[config.mk]
export PLATFORM = sky130hd
export DESIGN_NAME = pfs_div
export DESIGN_NICKNAME = d
export VERILOG_FILES = /design/src/hdl/parsimony_fitness_scaler_defines.svh /design/src/hdl/pfs_pkg.sv /design/src/hdl/pfs_div.sv
export SDC_FILE = /design/constraint.sdc
export NUM_CORES = 1
export LEC_CHECK = 0
export ABC_AREA = 1
export BUFFER_PORTS_ARGS = -buffer_cell sky130_fd_sc_hd__buf_2
export CAP_MARGIN = 20
export CORE_ASPECT_RATIO = 0.9
export CORE_MARGIN = 2
export CORE_UTILIZATION = 45
export CTS_BUF_LIST = sky130_fd_sc_hd__clkbuf_4 sky130_fd_sc_hd__clkbuf_8
export DETAILED_ROUTE_END_ITERATION = 12
export PLACE_DENSITY = 0.66
export SETUP_SLACK_MARGIN = 0.02
export SLEW_MARGIN = 40
export SYNTH_ARGS = -nofsm -noshare
export SYNTH_HDL_FRONTEND = slang
export SYNTH_SLANG_ARGS = --single-unit
[constraint.sdc]
create_clock -name clk -period 16.3 [get_ports clk]
set_input_delay 1.63 -clock clk [delete_from_list [all_inputs] [get_ports clk]]
set_output_delay 1.63 -clock clk [all_outputs]
set_load 0.01 [all_outputs]
[src/hdl/parsimony_fitness_scaler_defines.svh]
// Assertion macros for the parsimony fitness scaler.
// Included by files that carry concurrent checks; needs clk and rst in scope.
`ifndef PARSIMONY_FITNESS_SCALER_DEFINES_SVH
`define PARSIMONY_FITNESS_SCALER_DEFINES_SVH
`ifndef ASSERT_OFF
`define PFS_ASSERT(lbl, prop) \
  lbl: assert property (@(posedge clk) disable iff (rst) prop) else $error("pfs check failed");
`define PFS_NEVER(lbl, cond) \
  lbl: assert property (@(posedge clk) disable iff (rst) !(cond)) else $error("pfs check failed");
`else
`define PFS_ASSERT(lbl, prop)
`define PFS_NEVER(lbl, cond)
`endif
`endif

[src/hdl/pfs_pkg.sv]
// Shared types and constants for the parsimony fitness scaler.
// No dependencies.
package pfs_pkg;
  localparam int FRAC_BITS  = 16;
  localparam int POP        = 64;
  localparam int SLOT_W     = 6;
  localparam int CNT_W      = 7;
  localparam int LOSS_W     = 32;
  localparam int NODE_W     = 10;
  localparam int FIT_W      = 48;
  localparam int SF_W       = 54;
  localparam int SN_W       = 16;
  localparam int SFN_W      = 64;
  localparam int SNN_W      = 26;
  localparam int DIV_W      = 71;
  localparam int DSR_W      = 32;
  localparam int ITER_W     = 7;
  localparam int RECIP_W    = 2 * FRAC_BITS + 1;
  localparam int CT_W       = 49;
  localparam int PROD_W     = CT_W + NODE_W;
  localparam int ACC_W      = PROD_W + 2;
  localparam int MEM_W      = FIT_W + NODE_W;

  localparam logic [FIT_W-1:0] FIT_MAX = {1'b0, {(FIT_W-1){1'b1}}};
  localparam logic [CT_W-1:0]  CT_CLAMP = {1'b1, {(CT_W-1){1'b0}}};

  typedef struct packed {
    logic              start;
    logic [DIV_W-1:0]  dividend;
    logic [DSR_W-1:0]  divisor;
    logic [ITER_W-1:0] iters;
  } pfs_div_req_t;
endpackage

[src/hdl/pfs_div.sv]
// Shared restoring divider, one quotient bit per cycle, MSB first.
// Depends on pfs_pkg.
module pfs_div import pfs_pkg::*; (
  input  logic              clk,
  input  logic              rst,
  input  pfs_div_req_t      req,
  output logic              busy,
  output logic              done,
  output logic [DIV_W-1:0]  quotient
);
  logic [DIV_W-1:0]  dvd;
  logic [DSR_W-1:0]  dsr;
  logic [DSR_W-1:0]  rem;
  logic [ITER_W-1:0] cnt;
  logic [DSR_W:0]    trial;
  logic              fits;

  assign trial = {rem, dvd[DIV_W-1]};
  assign fits  = trial >= {1'b0, dsr};

  always_ff @(posedge clk) begin
    if (rst) begin
      busy <= 1'b0;
      done <= 1'b0;
    end else begin
      done <= 1'b0;
      if (req.start) begin
        busy     <= 1'b1;
        dvd      <= req.dividend;
        dsr      <= req.divisor;
        cnt      <= req.iters;
        rem      <= '0;
        quotient <= '0;
      end else if (busy) begin
        if (fits) begin
          rem <= DSR_W'(trial - {1'b0, dsr});
        end else begin
          rem <= trial[DSR_W-1:0];
        end
        quotient <= {quotient[DIV_W-2:0], fits};
        dvd      <= {dvd[DIV_W-2:0], 1'b0};
        cnt      <= cnt - 1'b1;
        if (cnt == ITER_W'(1)) begin
          busy <= 1'b0;
          done <= 1'b1;
        end
      end
    end
  end
endmodule

== Word level (Yosys, flattened, before mapping) ==
Cells that the tools add are included.

* Reductions and logical operators: 4
* Bitwise gates (word level): 2
* $add $sub $neg: 2
* Muxes and demuxes: 11
* $lt $le $gt $ge: 1
* Equality and inequality tests: 1

{| class="wikitable"
|+ Operator list
! kind !! count
|-
| 71-bit 2-to-1 mux || 3
|-
| 32-bit 2-to-1 mux || 2
|-
| 33-bit by 32-bit greater-or-equal comparator with 1-bit output || 1
|-
| 32-bit subtractor || 1
|-
| 7-bit 2-to-1 mux || 2
|-
| 7-bit by 1-bit equality test with 1-bit output (second input constant) || 1
|-
| 7-bit by 1-bit subtractor with 7-bit output (second input constant) || 1
|-
| 1-bit 2-to-1 mux || 4
|-
| 2-bit AND reduction || 2
|-
| 3-bit OR reduction || 1
|-
| 1-bit inverter || 2
|-
| 2-bit nonzero test || 1
|}

* Input bits: 113
* Output and inout bits: 73
* Register bits: 215
* Word-level logic and storage cells: 28

== Depth between registers and ports, before layout ==
Gate-level depths: netlist of the first run.

* Depth after elaboration: 4
* Mapped depth: 17
* Mapped depth without buffers: 15

== Least setup slack after synthesis of the first run ==
OpenSTA, ideal clock, no wires.

* Kind: input port to flip-flop
* Start: in req[110] (netlist bit)
* End: reg cnt[0] (enable)
* Setup slack: 4.603 ns
* Data arrival time: 10.911 ns
* Library setup time: 0.786 ns
* Cell stages on the path: 4
* Path through: clkbuf_1 -> inv_2 -> buf_2 -> a21oi_1

* Word-level cells in the longest chain between the ends: 2

{| class="wikitable"
|+ Ends and longest elaborated chain
! element !! line !! text
|-
| from (decl) || pfs_div.sv:6 || <nowiki>input pfs_div_req_t req,</nowiki>
|-
| 2-bit nonzero test (no line) || n/a ||
|-
| 2-bit AND reduction (no line) || n/a ||
|-
| to (signal assigned) || pfs_div.sv:31 || <nowiki>cnt <= req.iters;</nowiki>
|-
| to (signal assigned) || pfs_div.sv:42 || <nowiki>cnt <= cnt - 1'b1;</nowiki>
|-
| to (decl) || pfs_div.sv:14 || <nowiki>logic [ITER_W-1:0] cnt;</nowiki>
|}

No other way between the ends.
A chain may end at the register's enable or synchronous reset.

== Worst setup path in the final report of the first run ==
* Start: in req[110] (netlist bit)
* End: reg quotient[1] (enable)

* Word-level cells in the longest chain between the ends: 2

{| class="wikitable"
|+ Ends and longest elaborated chain
! element !! line !! text
|-
| 2-bit nonzero test (no line) || n/a ||
|-
| 2-bit AND reduction (no line) || n/a ||
|-
| to (signal assigned) || pfs_div.sv:40 || <nowiki>quotient <= {quotient[DIV_W-2:0], fits};</nowiki>
|-
| to (decl) || pfs_div.sv:9 || <nowiki>output logic [DIV_W-1:0] quotient</nowiki>
|}

No other way between the ends.

==> out/summary.txt, run 1 <==
crit path DAT: 3.63 ns
Static Leak: 6.87 nW
Tmin final: 3.48 ns
Crit path top cell by count: buf_4
Synth Warn #: 0
Core ar.: 25200 µm²
drt wl/cell: 13.4 µm
max cap viols: 0
largest net degree at the start of global routing: 109
distinct cell type count after synthesis: 35
Max FO, Critical Path: 95
clk buf depth: 3
Req. time, crit path: 16.45 ns
H-tree levels: 2
Detailed Route WL: 26000 µm
max-slew violation count: 0
RSZ-0062 raised after global routing: false
Fin. Hold Viols: 0
Placed Area: 12800 µm²
CP top delay family: buffers and inverters
Die H: 156 µm
I/O Buffers: 185
DP HPWL: 18300 µm
post-route ant nets: 0
dpl cells: 1868
Pre-antenna DRT Iters: 5
Post-Syn Area per Cell: 8.41 µm²
largest cells by area after synthesis: edfxtp_1, nand2_1, inv_1, nor2_1, ha_1
clock-pin slew on the worst setup and hold paths: 0.06 ns
global-route wire length before repair: 42500 µm
post-CTS resize count: 0
initial antenna violation count: 8
Nets: 1715
CTS tree: built
asr flop ratio synth: 0
Slowest-stage cell, CP: clkbuf_8
Sw Ratio: 0.281
chip width: 173 µm
Flop pwr share: 0.458
Initial Utilization: 0.458
Finished Cell Area: 13700 µm²
clock tree skew after final layout: 0.0247 ns
Final GP Congestion: 0.919
Net Count, Synth: 1519
post-synthesis register bit count: 215
clock sinks: 215
Vias: 8910
Clock Latency Late Sink: 0.54 ns
total grt overflow: 0
DR iter-0 viols: 749
Max Clk Rate: 287 MHz
post-synthesis sequential area ratio: 0.558
register area: 6440 µm²
Slowest Stage Delay on Critical Path: 0.67 ns
Vias per Instance: 4.59
# fillers: 2417
synth-to-layout area growth: 18.4%
drc violations: 0
worst hold path type: reg -> reg
Crit Path Class: in -> reg
Clk network pwr share: 0.361
Total Routing Usage GR: 0.195
Post-synth top flop: edfxtp_1
multi-input combinational cell area: 4010 µm²
total negative setup slack: 0 ns
Std-Cell Rows: 55
Combinational Power Share: 0.181
cts hold-fix bufs: 0
EDFF count, synth: 213
fin cells: 1942
Mapped Cells: 1371
Buf+Inv Stages, Crit Path: 4
status: completed
worst vdd ir: 55.3 µV
hold_ws: 0.509 ns
Pint: 1.06 mW
Slew headroom: 0.481
worst setup margin: 12.82 ns
critical path, cell by cell: buf_4, clkinv_2, a21oi_4, buf_4, clkbuf_8
# IOs: 186
Net Sw Power: 413 µW
CTS buffer count: 38
final setup fails: 0
CTS root buf: clkbuf_8
Cell Area, Synth: 11500 µm²
Power per Cell Area: 108 nW/µm²
crit end category: register
period utilisation layout: 0.214
die footprint: 26900 µm²
Place WS: 12.29 ns
Slew @ Worst Pin: 0.779 ns
Yosys top cell by area: edfxtp_1
CP Launch Type: primary input
Synth top area share: 0.555
ratio of cells with drive above 1 in the final layout: 0.180
vias in the first global route: 8601
postcts setup bufs: 0
==> cells by family (layout without fill, tap and decap cells) <==
| group | after synthesis | in the layout | share of synthesized area |
|---|---|---|---|
| and+or+nand+nor | 787 | 787 | 0.279 |
| buffers and inverters | 286 | 507 | 0.0960 |
| DFF | 215 | 215 | 0.558 |
| adders and majority gates | 35 | 35 | 0.0386 |
| AOI/OAI and AO/OA | 30 | 30 | 0.0141 |
| xor gates and xnor gates | 18 | 18 | 0.0137 |
| other | 0 | 8 | 0 |
==> worst reg2reg max path, stage by stage, from the launching register on <==
cell	delay (ns)
edfxtp_1	0.40
ha_1	0.38
nand2_1	0.16
inv_2	0.04
nand2_1	0.05
nand2_1	0.08
inv_2	0.05
nand2_1	0.06
nand2_1	0.06
inv_1	0.09
nor2_8	0.43
nand2_8	0.19
inv_4	0.29
nor2_1	0.09
nor2_1	0.11
==> final timing paths <==
kind / from / cells after the start / end / slack [ns]
setup / recovery: req[110] / 5 / quotient[1] / 12.82
hold / removal: dvd[36] / 2 / dvd[37] / 0.51
setup reg to reg: rem[22] / 14 / rem[27] / 13.64
hold reg to reg: dvd[36] / 2 / dvd[37] / 0.51
==> power by group through the flow <==
| stage | logic (mW) | registers (mW) | clock network [mW] |
|---|---|---|---|
| after floorplan | 0.185 | 0.695 | 0 |
| after global placement | 0.261 | 0.683 | 0 |
| after CTS | 0.267 | 0.673 | 0.544 |
| after global routing | 0.308 | 0.677 | 0.567 |
| final | 0.267 | 0.673 | 0.530 |
| after detailed placement | 0.265 | 0.684 | 0 |
==> sequential cells by signal, indices dropped and copies added (netlist names) <==
register / cells
quotient: 71
rem: 32
busy: 1
dsr: 32
cnt: 7
dvd: 71
done: 1
==> cell type report <==
type / count / area share
antenna: 8 / 0.00147
clock inverter: 12 / 0.0104
timing repair buffer: 192 / 0.0758
tap: 342 / 0.0313
multi-input combinational: 870 / 0.293
inverter: 250 / 0.0690
sequential: 215 / 0.471
clock buffer: 53 / 0.0475
==> cells in the final DEF, fill, tap and decap left out, drive strengths merged <==
cell,Yosys,final
xnor2,1,1
edfxtp,213,213
buf,14,191
and2,9,9
bufinv,0,3
fa,1,1
nor3,4,4
clkinv,0,8
a21oi,19,19
clkinvlp,0,1
inv,250,250
dfxtp,2,2
o21ai,5,5
or2,2,2
a31oi,2,2
nand3b,23,23
nor2,192,192
o21a,1,1
a21o,3,3
xor2,17,17
nand4,5,5
nand3,33,33
nand2,518,518
diode,0,8
clkbuf,22,54
nor4,1,1
ha,34,34
==> metrics by stage <==
step / util / power, mW
2_1_floorplan: - / 0.881
3_3_place_gp: 0.507 / 0.944
3_5_place_dp: 0.509 / 0.949
4_1_cts: 0.540 / 1.48
5_1_grt: 0.542 / 1.55
6_report: 0.542 / 1.47
==> routing by layer <==
metal / vias up / part of all wire / wire [µm] / GRT usage
met5: - / 0.00050 / 13 / 0
met4: 2 / 0.025 / 643 / 0.0718
met3: 50 / 0.066 / 1710 / 0.0458
met2: 245 / 0.43 / 11100 / 0.297
met1: 3989 / 0.48 / 12500 / 0.274
li1: 4624 / - / - / -
==> Yosys cell counts (all sizes together), types with 3 or more instances <==
library cell  instances
nand2               518
inv                 250
edfxtp              213
nor2                192
ha                   34
nand3                33
nand3b               23
clkbuf               22
a21oi                19
xor2                 17
buf                  14
and2                  9
nand4                 5
o21ai                 5
nor3                  4
a21o                  3
Note: power is estimated with default switching activity, not from simulation.
==> run 2, diff against run 1 <==
==> constraint.sdc (replaced) <==
create_clock -name clk -period 3.35 [get_ports clk]
set_input_delay 0.335 -clock clk [delete_from_list [all_inputs] [get_ports clk]]
set_output_delay 0.335 -clock clk [all_outputs]
set_load 0.01 [all_outputs]
==> out/summary.txt, run 2 (synthesis results as in run 1) <==
status: completed
Clock Latency Late Sink: 0.55 ns
critical hold path startpoint: req[39]
WHS Path Cells: 3
Crit Path Class: reg -> reg
reg2reg end: rem[26]
post-CTS resize count: 0
Total Routing Usage GR: 0.200
Final GP Congestion: 0.928
cts hold-fix bufs: 32
Max FO, Critical Path: 25
Die H: 156 µm
commonest non-fill, non-tap cells in the layout: nand2_1, inv_1, edfxtp_1
R2R Setup Slk: 0.73 ns
Worst Reg2Reg Path Length in Cells: 14
final setup fails: 0
CTS root buf: clkbuf_8
clock tree skew after final layout: 0.0251 ns
Detailed Route WL: 26500 µm
max cap viols: 0
largest net degree at the start of global routing: 154
crit end category: register
global-route wire length before repair: 43600 µm
CTS buffer count: 37
Pre-antenna DRT Iters: 8
r2r startpoint: rem[15]
worst hold path type: in -> reg
clk buf depth: 3
Static Leak: 7.00 nW
Placed Area: 12900 µm²
DR iter-0 viols: 599
fin cells: 1970
RSZ-0062 raised after global routing: false
die footprint: 26900 µm²
clock-pin slew on the worst setup and hold paths: 0.06 ns
max-slew violation count: 0
Req. time, crit path: 3.73 ns
I/O Buffers: 185
initial antenna violation count: 1
Std-Cell Rows: 55
post-route ant nets: 0
vias in the first global route: 8816
largest registers: dvd (71), quotient (71)
hold_ws: 0.0664 ns
period utilisation layout: 0.781
WHS Endpoint: dvd[0]
crit path DAT: 3.00 ns
total negative setup slack: 0 ns
DP HPWL: 18800 µm
Initial Utilization: 0.458
synth-to-layout area growth: 20.9%
Vias: 9036
Slew @ Worst Pin: 0.618 ns
most common cell after layout, fill and taps aside: nand2_1
# IOs: 186
ant diodes: 0
# fillers: 2399
dpl cells: 1873
total grt overflow: 0
CP Launch Type: register
ratio of cells with drive above 1 in the final layout: 0.173
clock sinks: 215
chip width: 173 µm
Tmin final: 2.62 ns
Slew headroom: 0.588
Nets: 1750
Vias per Instance: 4.59
CTS tree: built
H-tree levels: 2
Power per Cell Area: 504 nW/µm²
postcts setup bufs: 0
worst vdd ir: 265 µV
Fin. Hold Viols: 0
drt wl/cell: 13.5 µm
Max Clk Rate: 382 MHz
Core ar.: 25200 µm²
drc violations: 0
Tot Pwr: 7.02 mW
Finished Cell Area: 13900 µm²
run 2: changes by cell type in the layout (fill, tap and decap cells not counted), moves of 3 or more:
| cell | delta |
|---|---|
| dlygate4sd3_1 | +32 |
| diode_2 | -8 |
| clkbuf_8 | -3 |
| clkinv_2 | -5 |
| buf_12 | +5 |
| buf_4 | +4 |
| clkinv_1 | +9 |
run 2: critical path: stages (launching register included):
cell      delay [ns]
edfxtp_1        0.40
ha_1            0.36
nand2_1         0.17
inv_1           0.05
nand2_1         0.06
nand2_1         0.07
inv_1           0.07
nand2_1         0.08
inv_1           0.09
nand2_2         0.08
nand2_4         0.32
nand2_8         0.19
inv_4           0.30
nor2_1          0.09
nor2_1          0.11
run 2: area by class of cell:
cell class / instances / area, µm² / area share
clock inverter: 16 / 126 / 0.00906
tap: 342 / 428 / 0.0307
multi-input combinational: 870 / 4010 / 0.287
inverter: 250 / 948 / 0.0680
clock buffer: 49 / 606 / 0.0434
timing repair buffer: 228 / 1390 / 0.0999
sequential: 215 / 6440 / 0.462
run 2: metal layers:
layer | global-route usage | vias to the layer above | part of all wire
li1 | - | 4685 | -
met1 | 0.279 | 4070 | 0.48
met2 | 0.314 | 228 | 0.44
met3 | 0.0400 | 51 | 0.061
met4 | 0.0658 | 2 | 0.023
met5 | 0 | - | 0.00049
run 2: power by group:
group	internal [mW]	leakage (nW)	switching, mW
clock network	1.34	0.384	1.07
logic	0.488	4.54	0.856
registers	3.20	2.08	0.0712
run 2: through the flow:
step,utilization,setup WS [ns]
floorplan,-,-0.703
global placement,0.512,0.860
detailed placement,0.512,0.799
CTS,0.554,0.789
global route,0.554,0.501
finish,0.554,0.734
run 2: how the worst max path moves through the flow:
stage	to	from	cells after the start
CTS	rem[26]	rem[15]	14
floorplan	cnt[0]	req[110]	4
global route	rem[31]	rem[15]	14
global placement	quotient[0]	rem[2]	13
finish	rem[26]	rem[15]	14
detailed placement	quotient[0]	rem[2]	13
==> run 3, diff against run 2 <==
==> constraint.sdc (replaced) <==
create_clock -name clk -period 2.6 [get_ports clk]
set_input_delay 0.26 -clock clk [delete_from_list [all_inputs] [get_ports clk]]
set_output_delay 0.26 -clock clk [all_outputs]
set_load 0.01 [all_outputs]
==> out/summary.txt, run 3 (synthesis results as in run 1) <==
WHS Endpoint: cnt[6]
Final GP Congestion: 0.960
critical hold path startpoint: req[6]
total negative setup slack: 0 ns
CTS tree: built
RSZ-0062 raised after global routing: false
reg2reg end: rem[28]
CP Launch Type: register
Buf+Inv Stages, Crit Path: 2
global-route wire length before repair: 47000 µm
Vias per Instance: 4.62
Nets: 1822
Worst Reg2Reg Path Length in Cells: 14
critical path, cell by cell: inv_1, ha_1, fa_1, inv_1, nand2_1, nand2_1, and2_2, nand2_1, nand3_1, nand2_1, nand3_1, nand2_1, nor2_1, nor2_1
initial antenna violation count: 2
clock tree skew after final layout: 0.0340 ns
largest net degree at the start of global routing: 154
postcts setup bufs: 0
Placed Area: 12900 µm²
Clock Latency Late Sink: 0.55 ns
Initial Utilization: 0.458
status: completed
clk buf depth: 3
clock sinks: 215
post-route ant nets: 0
Die H: 156 µm
WHS Path Cells: 3
fin util: 0.584
CTS root buf: clkbuf_8
DP HPWL: 19000 µm
largest registers: dvd (71), quotient (71)
synth-to-layout area growth: 27.5%
DR iter-0 viols: 696
Core ar.: 25200 µm²
period utilisation layout: 0.938
# IOs: 186
most common cell after layout, fill and taps aside: nand2_1
CTS buffer count: 38
Vias: 9439
Req. time, crit path: 2.90 ns
Slew @ Worst Pin: 0.804 ns
Max Clk Rate: 410 MHz
Combinational Power Share: 0.202
Sw Ratio: 0.291
Total Routing Usage GR: 0.217
total grt overflow: 0
commonest non-fill, non-tap cells in the layout: nand2_1, inv_1, edfxtp_1
Tmin final: 2.44 ns
Net Sw Power: 2.67 mW
chip width: 173 µm
crit path DAT: 2.74 ns
Static Leak: 7.29 nW
clock-pin slew on the worst setup and hold paths: 0.06 ns
Fin. Hold Viols: 0
Crit Path Class: reg -> reg
final setup fails: 0
Pint: 6.51 mW
Slowest Stage Delay on Critical Path: 0.42 ns
Pre-antenna DRT Iters: 5
CP top delay family: simple AND/OR/NAND/NOR gates
Power per Cell Area: 625 nW/µm²
Clk network pwr share: 0.339
die footprint: 26900 µm²
Slowest-stage cell, CP: fa_1
Std-Cell Rows: 55
Slew headroom: 0.464
drt wl/cell: 14.1 µm
Detailed Route WL: 28900 µm
max cap viols: 0
Crit path top cell by count: nand2_1
Flop pwr share: 0.460
Finished Cell Area: 14700 µm²
# fillers: 2298
vias in the first global route: 9306
worst hold path type: in -> reg
ratio of cells with drive above 1 in the final layout: 0.173
I/O Buffers: 185
max-slew violation count: 0
R2R Setup Slk: 0.16 ns
worst vdd ir: 355 µV
r2r startpoint: dvd[70]
Max FO, Critical Path: 3
H-tree levels: 2
drc violations: 0
crit end category: register
==> run 3: cell types whose count changed in the layout (fill, tap and decap cells not counted), moves of 2 or more <==
cell,delta
dlygate4sd3_1,+73
clkbuf_4,+6
clkinv_1,-6
ha_1,-3
ha_4,+3
nor2_1,-3
nor2_2,+3
buf_12,-2
bufinv_16,-2
clkbuf_8,+2
diode_2,+2
==> run 3: worst reg2reg max path, delay by kind of cell, from the launching register on <==
kind	cells	cell delay (ns)
adder cells (fa/ha/maj)	2	0.65
flip-flops	1	0.32
AND/OR/NAND/NOR	10	1.02
buffers and inverters	2	0.22
==> run 3: worst max path at each step <==
| stage | from | depth (start not counted) | to | slack (ns) |
|---|---|---|---|---|
| floorplan | req[110] | 4 | cnt[0] | -1.38 |
| global placement | rem[1] | 10 | rem[31] | 0.17 |
| detailed placement | rem[1] | 10 | rem[30] | 0.14 |
| CTS | rem[1] | 10 | rem[30] | 0.12 |
| global route | dvd[70] | 14 | rem[28] | 0.05 |
| finish | dvd[70] | 14 | rem[28] | 0.16 |
==> run 3: cell type report <==
| class | count | area [µm²] | share of cell area |
|---|---|---|---|
| Inverter | 250 | 951 | 0.0647 |
| Antenna cell | 2 | 5.00 | 0.000340 |
| Timing Repair Buffer | 299 | 2090 | 0.142 |
| Sequential cell | 215 | 6440 | 0.438 |
| Tap cell | 342 | 428 | 0.0291 |
| Clock inverter | 10 | 63.8 | 0.00434 |
| Clock buffer | 57 | 678 | 0.0461 |
| Multi-Input combinational cell | 870 | 4050 | 0.276 |
==> run 3: power groups by stage <==
stage	logic [mW]	registers, mW	clock network, mW
CTS	1.82	4.22	3.18
finish	1.85	4.22	3.11
global route	2.10	4.25	3.36
detailed placement	1.69	4.29	0
global placement	1.67	4.28	0
floorplan	1.17	4.32	0
==> run 3: what timing repair did <==
action | CTS | global route
resized for setup | 0 | 10
hold buffers | 105 | 0
setup endpoints to repair | 0 | 24
endpoints found under the hold margin | 105 | 0
==> run 3: routing by layer <==
metal | global-route usage | vias to the layer above | routed length [µm]
li1 | - | 4833 | -
met1 | 0.296 | 4272 | 13100
met2 | 0.353 | 285 | 13300
met3 | 0.0424 | 49 | 1840
met4 | 0.0646 | 0 | 617
met5 | 0 | - | 0
==> run 3: per-stage QoR <==
| stage | std cells | hold slack [ns] | power, mW | worst slack [ns] |
|---|---|---|---|---|
| after CTS | 2043 | 0.000226 | 9.22 | 0.125 |
| after global placement | 1871 | 0.438 | 5.95 | 0.172 |
| after detailed placement | 1871 | 0.438 | 5.98 | 0.139 |
| after global routing | 2045 | 0.0184 | 9.71 | 0.0460 |
| after floorplan | 1371 | 0.337 | 5.49 | -1.38 |
| final | 2045 | 0.0180 | 9.19 | 0.162 |
